===== src/wrtqs_pkg.sv =====
// Package: shared types, constants and codes of the three queue scheduler.
`default_nettype none
package wrtqs_pkg;
   localparam int QueueDepthDefault = 64;
   localparam int PidBitsDefault    = 16;
   localparam int LevelCount        = 3;
   localparam int LevelBits         = 2;

   localparam logic [4:0] LowLimitReset = 5'd3;
   localparam logic [4:0] MidLimitReset = 5'd9;

   typedef enum logic [1:0] {
      CMD_ADD    = 2'd0,
      CMD_REMOVE = 2'd1,
      CMD_PICK   = 2'd2,
      CMD_NONE   = 2'd3
   } cmd_type;

   typedef enum logic [2:0] {
      ST_DONE     = 3'd0,
      ST_EMPTY    = 3'd1,
      ST_REDRAW   = 3'd2,
      ST_FULL     = 3'd3,
      ST_NOTFOUND = 3'd4
   } status_type;

   localparam logic [1:0] LVL_LOW  = 2'd0;
   localparam logic [1:0] LVL_MID  = 2'd1;
   localparam logic [1:0] LVL_HIGH = 2'd2;

   localparam logic CSR_LOW_LIMIT = 1'b0;
   localparam logic CSR_MID_LIMIT = 1'b1;

   typedef struct packed {
      logic [1:0]  command;
      logic [15:0] process_id;
      logic [1:0]  priority_level;
      logic [4:0]  random_draw;
   } req_type;

   typedef struct packed {
      logic [2:0]  status;
      logic [15:0] chosen_pid;
      logic [1:0]  chosen_level;
   } rsp_type;

   typedef enum logic [2:0] {
      S_IDLE,
      S_SEARCH,
      S_SHIFT_RD,
      S_SHIFT_WR,
      S_RESP
   } state_type;

   function automatic logic [1:0] level_of(input logic [1:0] code);
      logic [1:0] r;
      begin
         case (code)
            2'd0:    r = LVL_LOW;
            2'd1:    r = LVL_MID;
            default: r = LVL_HIGH;
         endcase
         return r;
      end
   endfunction
endpackage
`default_nettype wire


===== src/wrtqs_ram.sv =====
// Generic RAM with one write port and one registered read port.
`default_nettype none
module wrtqs_ram #(
   parameter int WIDTH = 16,
   parameter int DEPTH = 64
) (
   input  wire logic                     clock,
   input  wire logic                     wr_en,
   input  wire logic [$clog2(DEPTH)-1:0] wr_addr,
   input  wire logic [WIDTH-1:0]         wr_data,
   input  wire logic [$clog2(DEPTH)-1:0] rd_addr,
   output      logic [WIDTH-1:0]         rd_data
);
   logic [WIDTH-1:0] mem [DEPTH];

   always_ff @(posedge clock) begin
      if (wr_en) begin
         mem[wr_addr] <= wr_data;
      end
      rd_data <= mem[rd_addr];
   end
endmodule
`default_nettype wire


===== src/wrtqs_ctrl.sv =====
// Sequencer: add, remove search with compaction, and pick over one queue RAM.
`default_nettype none
module wrtqs_ctrl
   import wrtqs_pkg::*;
#(
   parameter int QUEUE_DEPTH = QueueDepthDefault,
   parameter int PID_BITS    = PidBitsDefault
) (
   input  wire logic        clock,
   input  wire logic        reset,
   input  wire logic        req_valid,
   output      logic        req_ready,
   input  wire req_type     req_data,
   output      logic        rsp_valid,
   input  wire logic        rsp_ready,
   output      rsp_type     rsp_data,
   input  wire logic [4:0]  low_limit,
   input  wire logic [4:0]  mid_limit
);
   localparam int AW = (QUEUE_DEPTH > 1) ? $clog2(QUEUE_DEPTH) : 1;
   localparam int CW = $clog2(QUEUE_DEPTH + 1);
   localparam int RW = AW + LevelBits;
   localparam logic [CW-1:0] Full = CW'(QUEUE_DEPTH);

   state_type state_ff, state_in;
   logic [CW-1:0] cnt_ff [LevelCount];
   logic [CW-1:0] cnt_in [LevelCount];
   logic [1:0]    lvl_ff, lvl_in;
   logic [PID_BITS-1:0] pid_ff, pid_in;
   logic [CW-1:0] idx_ff, idx_in;
   rsp_type       rsp_ff, rsp_in;
   logic          rvalid_ff, rvalid_in;

   logic          wr_en;
   logic [RW-1:0] wr_addr, rd_addr;
   logic [PID_BITS-1:0] wr_data, rd_data;

   wrtqs_ram #(.WIDTH(PID_BITS), .DEPTH(LevelCount * (1 << AW))) u_ram (
      .clock  (clock),
      .wr_en  (wr_en),
      .wr_addr(wr_addr),
      .wr_data(wr_data),
      .rd_addr(rd_addr),
      .rd_data(rd_data)
   );

   assign req_ready = (state_ff == S_IDLE) && !rvalid_ff;
   assign rsp_valid = rvalid_ff;
   assign rsp_data  = rsp_ff;

   logic [1:0]    req_lvl, pick_lvl;
   logic [CW-1:0] cur_cnt;
   logic [PID_BITS-1:0] req_pid;

   always_comb begin
      logic [AW-1:0] ia;
      req_lvl = level_of(req_data.priority_level);
      req_pid = PID_BITS'(req_data.process_id);
      if (req_data.random_draw <= low_limit) begin
         pick_lvl = LVL_LOW;
      end else if (req_data.random_draw <= mid_limit) begin
         pick_lvl = LVL_MID;
      end else begin
         pick_lvl = LVL_HIGH;
      end
      cur_cnt = cnt_ff[lvl_ff];
      ia = idx_ff[AW-1:0];

      state_in  = state_ff;
      cnt_in    = cnt_ff;
      lvl_in    = lvl_ff;
      pid_in    = pid_ff;
      idx_in    = idx_ff;
      rsp_in    = rsp_ff;
      rvalid_in = rvalid_ff;
      wr_en     = 1'b0;
      wr_addr   = {lvl_ff, ia};
      wr_data   = pid_ff;
      rd_addr   = {lvl_ff, ia};

      if (rvalid_ff && rsp_ready) begin
         rvalid_in = 1'b0;
      end

      case (state_ff)
         S_IDLE: begin
            if (req_valid && req_ready) begin
               rsp_in = '0;
               case (cmd_type'(req_data.command))
                  CMD_ADD: begin
                     rsp_in.chosen_level = req_lvl;
                     if (cnt_ff[req_lvl] >= Full) begin
                        rsp_in.status = ST_FULL;
                     end else begin
                        wr_en   = 1'b1;
                        wr_addr = {req_lvl, cnt_ff[req_lvl][AW-1:0]};
                        wr_data = req_pid;
                        cnt_in[req_lvl] = cnt_ff[req_lvl] + 1'b1;
                        rsp_in.status = ST_DONE;
                     end
                     rvalid_in = 1'b1;
                  end
                  CMD_REMOVE: begin
                     lvl_in = req_lvl;
                     pid_in = req_pid;
                     idx_in = '0;
                     rd_addr = {req_lvl, {AW{1'b0}}};
                     rsp_in.chosen_level = req_lvl;
                     if (cnt_ff[req_lvl] == '0) begin
                        rsp_in.status = ST_NOTFOUND;
                        rvalid_in = 1'b1;
                     end else begin
                        state_in = S_SEARCH;
                     end
                  end
                  CMD_PICK: begin
                     if (cnt_ff[0] == '0 && cnt_ff[1] == '0 && cnt_ff[2] == '0) begin
                        rsp_in.status = ST_EMPTY;
                        rvalid_in = 1'b1;
                     end else if (cnt_ff[pick_lvl] == '0) begin
                        rsp_in.status = ST_REDRAW;
                        rsp_in.chosen_level = pick_lvl;
                        rvalid_in = 1'b1;
                     end else begin
                        // head read now; shift the tail down behind it
                        rsp_in.chosen_level = pick_lvl;
                        rsp_in.status = ST_DONE;
                        lvl_in  = pick_lvl;
                        idx_in  = '0;
                        rd_addr = {pick_lvl, {AW{1'b0}}};
                        pid_in  = '0;
                        state_in = S_RESP;
                     end
                  end
                  default: rvalid_in = 1'b1;
               endcase
            end
         end
         S_RESP: begin
            // head data available: latch it, then compact
            rsp_in.chosen_pid = 16'(rd_data);
            state_in = S_SHIFT_RD;
            idx_in   = idx_ff + 1'b1;
            rd_addr  = {lvl_ff, ia + 1'b1};
         end
         S_SEARCH: begin
            // rd_data holds entry idx
            if (rd_data == pid_ff) begin
               rsp_in.status = ST_DONE;
               state_in = S_SHIFT_RD;
               idx_in   = idx_ff + 1'b1;
               rd_addr  = {lvl_ff, ia + 1'b1};
            end else if (idx_ff + 1'b1 >= cur_cnt) begin
               rsp_in.status = ST_NOTFOUND;
               rvalid_in = 1'b1;
               state_in  = S_IDLE;
            end else begin
               idx_in  = idx_ff + 1'b1;
               rd_addr = {lvl_ff, ia + 1'b1};
            end
         end
         S_SHIFT_RD: begin
            // idx points at source entry being read
            if (idx_ff >= cur_cnt) begin
               cnt_in[lvl_ff] = cur_cnt - 1'b1;
               rvalid_in = 1'b1;
               state_in  = S_IDLE;
            end else begin
               state_in = S_SHIFT_WR;
            end
         end
         S_SHIFT_WR: begin
            wr_en   = 1'b1;
            wr_addr = {lvl_ff, ia - 1'b1};
            wr_data = rd_data;
            idx_in  = idx_ff + 1'b1;
            rd_addr = {lvl_ff, ia + 1'b1};
            state_in = S_SHIFT_RD;
         end
         default: state_in = S_IDLE;
      endcase
   end

   always_ff @(posedge clock) begin
      if (reset) begin
         state_ff  <= S_IDLE;
         rvalid_ff <= 1'b0;
         for (int i = 0; i < LevelCount; i++) cnt_ff[i] <= '0;
      end else begin
         state_ff  <= state_in;
         rvalid_ff <= rvalid_in;
         cnt_ff    <= cnt_in;
      end
      lvl_ff <= lvl_in;
      pid_ff <= pid_in;
      idx_ff <= idx_in;
      rsp_ff <= rsp_in;
   end
endmodule
`default_nettype wire


===== src/weighted_random_three_queue_scheduler_unit.sv =====
// Top level of the three queue weighted random scheduler.
//
// Usage: req_ carries commands (add, remove, pick) as one transfer each; every
// command gives exactly one rsp_ transfer. csr_ writes the two draw limits
// (index 0 low limit, index 1 middle limit) while the block is idle.
// All three queues share one RAM with a registered read, one region
// per priority level.
// An add or an early-out result raises rsp_valid in the cycle after it is
// taken. Pick pops the head and compacts the queue. Remove reads entries one
// per cycle until a match, then moves each later entry down, reading it in
// S_SHIFT_RD and writing it one slot lower in S_SHIFT_WR; the worst case is a
// match at the head of a full queue. The RAM read port paces these steps.
// One command is in work at a time; req_ready stays low until its transfer
// on rsp_ leaves, so a stalled receiver holds the block.
// Reset clears the counts and sets the limits to their reset values at once; no
// clearing pass is needed since only entries below the count are used.
`default_nettype none
module weighted_random_three_queue_scheduler_unit
   import wrtqs_pkg::*;
#(
   parameter int QUEUE_DEPTH = QueueDepthDefault,
   parameter int PID_BITS    = PidBitsDefault
) (
   input  wire logic       clock,
   input  wire logic       reset,
   input  wire logic       req_valid,
   output      logic       req_ready,
   input  wire req_type    req_data,
   output      logic       rsp_valid,
   input  wire logic       rsp_ready,
   output      rsp_type    rsp_data,
   input  wire logic       csr_write,
   input  wire logic       csr_index,
   input  wire logic [4:0] csr_wdata
);
   logic [4:0] low_limit_ff, mid_limit_ff;

   // hold limits; the user must write them only while idle, the block does not enforce it
   always_ff @(posedge clock) begin
      if (reset) begin
         low_limit_ff <= LowLimitReset;
         mid_limit_ff <= MidLimitReset;
      end else if (csr_write) begin
         case (csr_index)
            CSR_LOW_LIMIT: low_limit_ff <= csr_wdata;
            CSR_MID_LIMIT: mid_limit_ff <= csr_wdata;
            default: ;
         endcase
      end
   end

   wrtqs_ctrl #(.QUEUE_DEPTH(QUEUE_DEPTH), .PID_BITS(PID_BITS)) u_ctrl (
      .clock    (clock),
      .reset    (reset),
      .req_valid(req_valid),
      .req_ready(req_ready),
      .req_data (req_data),
      .rsp_valid(rsp_valid),
      .rsp_ready(rsp_ready),
      .rsp_data (rsp_data),
      .low_limit(low_limit_ff),
      .mid_limit(mid_limit_ff)
   );
endmodule
`default_nettype wire


===== config.mk =====
export PLATFORM = sky130hd
export DESIGN_NAME = weighted_random_three_queue_scheduler_unit
export DESIGN_NICKNAME = d
export VERILOG_FILES = /design/src/wrtqs_pkg.sv /design/src/wrtqs_ram.sv /design/src/wrtqs_ctrl.sv /design/src/weighted_random_three_queue_scheduler_unit.sv
export SDC_FILE = /design/constraint.sdc
export NUM_CORES = 2
export LEC_CHECK = 0
export ABC_AREA = 0
export BUFFER_PORTS_ARGS = -buffer_cell sky130_fd_sc_hd__buf_2
export CORE_MARGIN = 10
export CORE_UTILIZATION = 56
export DETAILED_ROUTE_END_ITERATION = 16
export MAX_ROUTING_LAYER = met4
export PLACE_DENSITY = 0.83
export SYNTH_ARGS = -nofsm -noshare
export SYNTH_HDL_FRONTEND = slang
export SYNTH_SLANG_ARGS = --single-unit

===== constraint.sdc =====
create_clock -name clock -period 17.2 [get_ports clock]
set_input_delay 3.44 -clock clock [delete_from_list [all_inputs] [get_ports clock]]
set_output_delay 3.44 -clock clock [all_outputs]
set_load 0.05 [all_outputs]

==> out/metrics.yaml, run 1 <==
grt:
  track_usage_pct: 31.8
  grt_pass1_wl_um: 574000
  antenna_found_initial: 26
  grt_max_degree: 168
  first_global_vias: 87000
  grt_overflow: 0
logic_synthesis:
  avgSynthCellArea_um2: 13.2
  yosysSeqAreaShare_pct: 73.6
  synth-main-ff-cell: "edfxtp_1"
  syn-cell-area_mm2: 0.129
  synth.distinct_cells: 79
  synth_seq_cells: 3169
  syn-instance-count: 9724
  syn_nets: 9794
  synthArstFlopShare_pct: 0
  yosysWarnings: 0
  synth_edf_count: 3118
outcome:
  lastStage: "detailed routing"
  error: "[ERROR DRT-0255] Maze Route cannot find path of net clock in worker of routeBox ( 483000 0 ) ( 499280 48300 )."
  status: "stopped before the end"
place:
  place.gp.congestion: 0.958
  dpl.hpwl_um: 224000
  port_buffers: 58
clock_tree:
  ctsResizeCount: 0
  cts-buffers-inserted: 321
  htreeDepth: 5
  clockRootBuffer: "clkbuf_16"
  post_cts_buffers: 0
  clock_sinks: 3169
  clockBufferDepth: 4
  cts_hold_buf: 0
floorplan:
  initial_core_util_pct: 56.4
  die_x_um: 499
  rows: 175
  dieHeight_um: 499
  ios: 59
-- cell usage after synthesis (all sizes together) (7+ instances only) --
| cell type | n | share of area (%) |
|---|---|---|
| buf | 481 | 1.9 |
| nand2b | 9 | 0.044 |
| a2111oi | 17 | 0.13 |
| o31ai | 10 | 0.058 |
| a311oi | 384 | 2.6 |
| dfxtp | 51 | 0.79 |
| a221o | 9 | 0.070 |
| xor2 | 23 | 0.16 |
| nor3 | 53 | 0.21 |
| a221oi | 13 | 0.10 |
| or4 | 11 | 0.064 |
| a211oi | 23 | 0.14 |
| xnor2 | 11 | 0.075 |
| and2 | 8 | 0.039 |
| o21a | 7 | 0.041 |
| mux2i | 268 | 2.1 |
| nor2b | 21 | 0.10 |
| o221ai | 59 | 0.41 |
| o211ai | 11 | 0.064 |
| edfxtp | 3118 | 73 |
| a41oi | 17 | 0.12 |
| nand2 | 2742 | 8.0 |
| a211o | 10 | 0.068 |
| a22oi | 44 | 0.26 |
| a21oi | 144 | 0.56 |
| nand4 | 41 | 0.20 |
| o221a | 8 | 0.070 |
| nand3 | 908 | 3.5 |
| ha | 34 | 0.33 |
| inv | 31 | 0.090 |
| and3 | 287 | 1.4 |
| clkbuf | 172 | 0.50 |
| o41ai | 9 | 0.061 |
| o21ai | 98 | 0.38 |
| nor4 | 46 | 0.23 |
| a21o | 14 | 0.082 |
| o22ai | 79 | 0.38 |
| a31oi | 71 | 0.35 |
| nor2 | 303 | 0.88 |
| or3 | 8 | 0.039 |
-- cell families after synthesis --
logic type,synth area share [%]
buffers and inverters,2.53
AND/OR/NAND/NOR,14.8
adder cells (fa/ha/maj),0.331
flip-flops,73.6
AO/OA/AOI/OAI,6.31
multiplexers,2.21
XOR/XNOR,0.231
-- stage by stage --
stage	area [um2]	cells	hold WS, ps	setup slack, ps
global route	143000	13100	488	7660
CTS	143000	13000	471	8150
detailed placement	133000	12500	460	7240
global placement	133000	12500	449	6930
floorplan	129000	9724	435	8780
-- metal layers --
layer / global-route usage, %
met3: 11.6
met2: 45.4
met4: 20.3
met5: -
met1: 38.2
==> inputs of run 2 (changes only) <==
- CORE_UTILIZATION: 56 -> 40
- MAX_ROUTING_LAYER: met4 -> unset
- PLACE_DENSITY: 0.83 -> unset
- PLACE_DENSITY_LB_ADDON: unset -> 0.15
==> run 2 against run 1 <==
The flow now finishes, with violations (capacitance limit, slew limit). Synthesized cell count unchanged. Global-route usage down 7.4 points. Synthesized area unchanged.
==> out/metrics.yaml, run 2 <==
logic_synthesis:
  yosys.area.top_type: "edfxtp_1"  # unchanged
  syn-instance-count: 9724  # unchanged
  synth_seq_cells: 3169  # unchanged
  yosysWarnings: 0  # unchanged
  synth_edf_count: 3118  # unchanged
  synth_top_area_share_pct: 72.8  # unchanged
  syn_nets: 9794  # unchanged
  yosysSeqAreaShare_pct: 73.6  # unchanged
  syn-cell-area_mm2: 0.129  # unchanged
  synthArstFlopShare_pct: 0  # unchanged
  synth-main-ff-cell: "edfxtp_1"  # unchanged
  synth.distinct_cells: 79  # unchanged
  synth_common_cells: "edfxtp_1 (3118), nand2_1 (2741), nand3_1 (908), a311oi_1 (383), buf_2 (360)"  # unchanged
  synth_most_common_cell: "edfxtp_1"  # unchanged
  avgSynthCellArea_um2: 13.2  # unchanged
  yosys-top-cells-area: "edfxtp_1 (73%), nand2_1 (8.0%), nand3_1 (3.5%)"  # unchanged
grt:
  grt_max_degree: 161  # was 168
  track_usage_pct: 24.3  # was 31.8%
  grt_overflow: 0  # unchanged
  grt_pass1_wl_um: 617000  # was 574000 um
  antenna_found_initial: 34  # was 26
  first_global_vias: 80300  # was 87000
floorplan:
  core_mm2: 0.321
  fp.dieArea_mm2: 0.345
  rows: 208  # was 175
  initial_core_util_pct: 40.1  # was 56.4%
  dieHeight_um: 587  # was 499 um
  die_x_um: 587  # was 499 um
  ios: 59  # unchanged
finish:
  syn2layout_area_growth_pct: 13.3
  nets: 9928
  design_area_mm2: 0.146
  largest_register_ffs: 3072
  layout_common_cells: "edfxtp_1 (3118), nand2_1 (2722), nand3_1 (908)"
  final_common_cell: "edfxtp_1"
  largest-register: "u_ctrl.u_ram.mem"
  layout-drive-gt1-share_pct: 10.4
  fill_cells: 28700
  multi_input_area_mm2: 0.0312
  post-route-util_pct: 45.5
  ff_latch_area_mm2: 0.0947
drt:
  vias: 85100
  drt_first_iter_violations: 11500
  routed_wl_um: 439000
  drc: 0
  wl_per_cell_um: 30.4
  first_pass_iters: 6
  final_antenna_net_count: 0
  viasPerCell: 5.89
place:
  dpl.hpwl_um: 253000  # was 224000 um
  place.gp.congestion: 0.862  # was 0.958
  dpl_cell_area_mm2: 0.135  # was 0.133 mm2
  port_buffers: 58  # unchanged
clock_tree:
  clock_latency_ps: 960
  cts_hold_buf: 0  # unchanged
  post_cts_buffers: 0  # unchanged
  ctsResizeCount: 0  # unchanged
  clockBufferDepth: 4  # unchanged
  cts-buffers-inserted: 347  # was 321
  clockRootBuffer: "clkbuf_16"  # unchanged
  clkTransAtPathRegs_ps: 60
  htreeDepth: 5  # unchanged
  tritoncts: "built"
  clock_sinks: 3169  # unchanged
worst_setup_path:
  critical_path.max_fanout: 44
  critPathArrivalTime_ps: 10540
  start_kind: "input port"
  slowest_stage: "o311ai_0"
  critPathKind: "in2reg"
  max_stage_delay_ps: 1270
  critPathMostFrequentCell: "buf_4"
  required_ps: 17940
  path_cells: "buf_2 -> inv_1 -> ha_1 -> o2111ai_1 -> a21o_1 -> a21boi_2 -> a2111o_2 -> buf_4 -> buf_4 -> buf_4 -> o221ai_1 -> a31oi_1 -> o2111ai_1 -> o311ai_0 -> nand4_1"
  critPathCaptureType: "flip-flop"
flow_run:
  drv_cap: 1
timing:
  fin_skew_ps: 87.4
  drv_slew: 1
  fin_crit_ps: 9800
  finalHoldViolCount: 0
  finalCritPeriodShare_pct: 57.0
  max_freq_ghz: 0.102
  rsz0062_at_grt: "false"
  worstMarginPinSlew_ps: 1500
  fin_tns_setup_ps: 0
  setup_viol: 0
  relSlewSlack_pct: -0.895
  fin_hold_ws_ps: 458
pwr:
  ir_drop_mv: 0.106
  p_leak_nw: 49.9
  pwr_density_cell_mw_per_mm2: 151
min_path:
  hp-class: "reg2reg"
outcome:
  violations: "capacitance limit, slew limit"
  status: "finished, violations left"  # was stopped before the end
-- run 2: cell counts after synthesis --
Identical to the previous run, type by type.
-- run 2: area by class of cell --
type / instances / share of cell area, %
Antenna cell: 3 / 0.00515
Clock buffer: 418 / 6.22
Clock inverter: 212 / 1.38
Inverter: 31 / 0.0798
Multi-Input combinational cell: 5871 / 21.4
Sequential cell: 3169 / 64.9
Tap cell: 4305 / 3.69
Timing Repair Buffer: 438 / 2.33
-- run 2: stage by stage --
stage,std cells,power [mW],worst slack [ps]
CTS,14400,22.1,7540
floorplan,9724,12.5,8780
global placement,13800,14.8,6620
detailed placement,13800,14.9,6530
global route,14400,22.8,7090
finish,14400,22.1,7400
-- run 2: logic make-up after synthesis --
family / after synthesis / synth area share, %
adder cells (fa/ha/maj): 34 / 0.331
multiplexers: 277 / 2.21
buffers and inverters: 684 / 2.53
flip-flops: 3169 / 73.6
AND/OR/NAND/NOR: 4450 / 14.8
XOR/XNOR: 34 / 0.231
AO/OA/AOI/OAI: 1076 / 6.31
-- run 2: worst paths after layout --
path                                                   start                               to  slack, ps  cells after the start
worst max-delay path                            req_data[23]  u_ctrl.u_ram.rd_data[0]$_DFF_P_       7400                     15
worst min-delay path            mid_limit_ff[4]$_SDFFE_PP0P_     mid_limit_ff[4]$_SDFFE_PP0P_        460                      2
worst max register to register    u_ctrl.lvl_ff[1]$_DFFE_PP_  u_ctrl.u_ram.rd_data[0]$_DFF_P_       7990                     20
worst min register to register  mid_limit_ff[4]$_SDFFE_PP0P_     mid_limit_ff[4]$_SDFFE_PP0P_        460                      2
-- run 2: power breakdown --
group	switching (mW)	internal [mW]
combinational	4.47	1.49
clock	3.16	4.15
sequential	0.119	8.69
-- run 2: worst max-delay path: cells and delay by family --
family          cells  cell delay [ps]
compound gates      8             4080
fa+ha+maj           1              910
buf+inv             5             1860
simple gates        1              160
-- run 2: routing by layer --
layer  wire [um]  GRT usage (%)  share of wire [%]  up-vias
li1            -              -                  -    36600
met1      183000           34.5                 42    43500
met2      197000           37.4                 45     4253
met3       41000           4.77                9.4      765
met4       18100           8.58                4.1       12
met5          85              0              0.019        -
No activity file was read; power rests on OpenSTA's default activity.
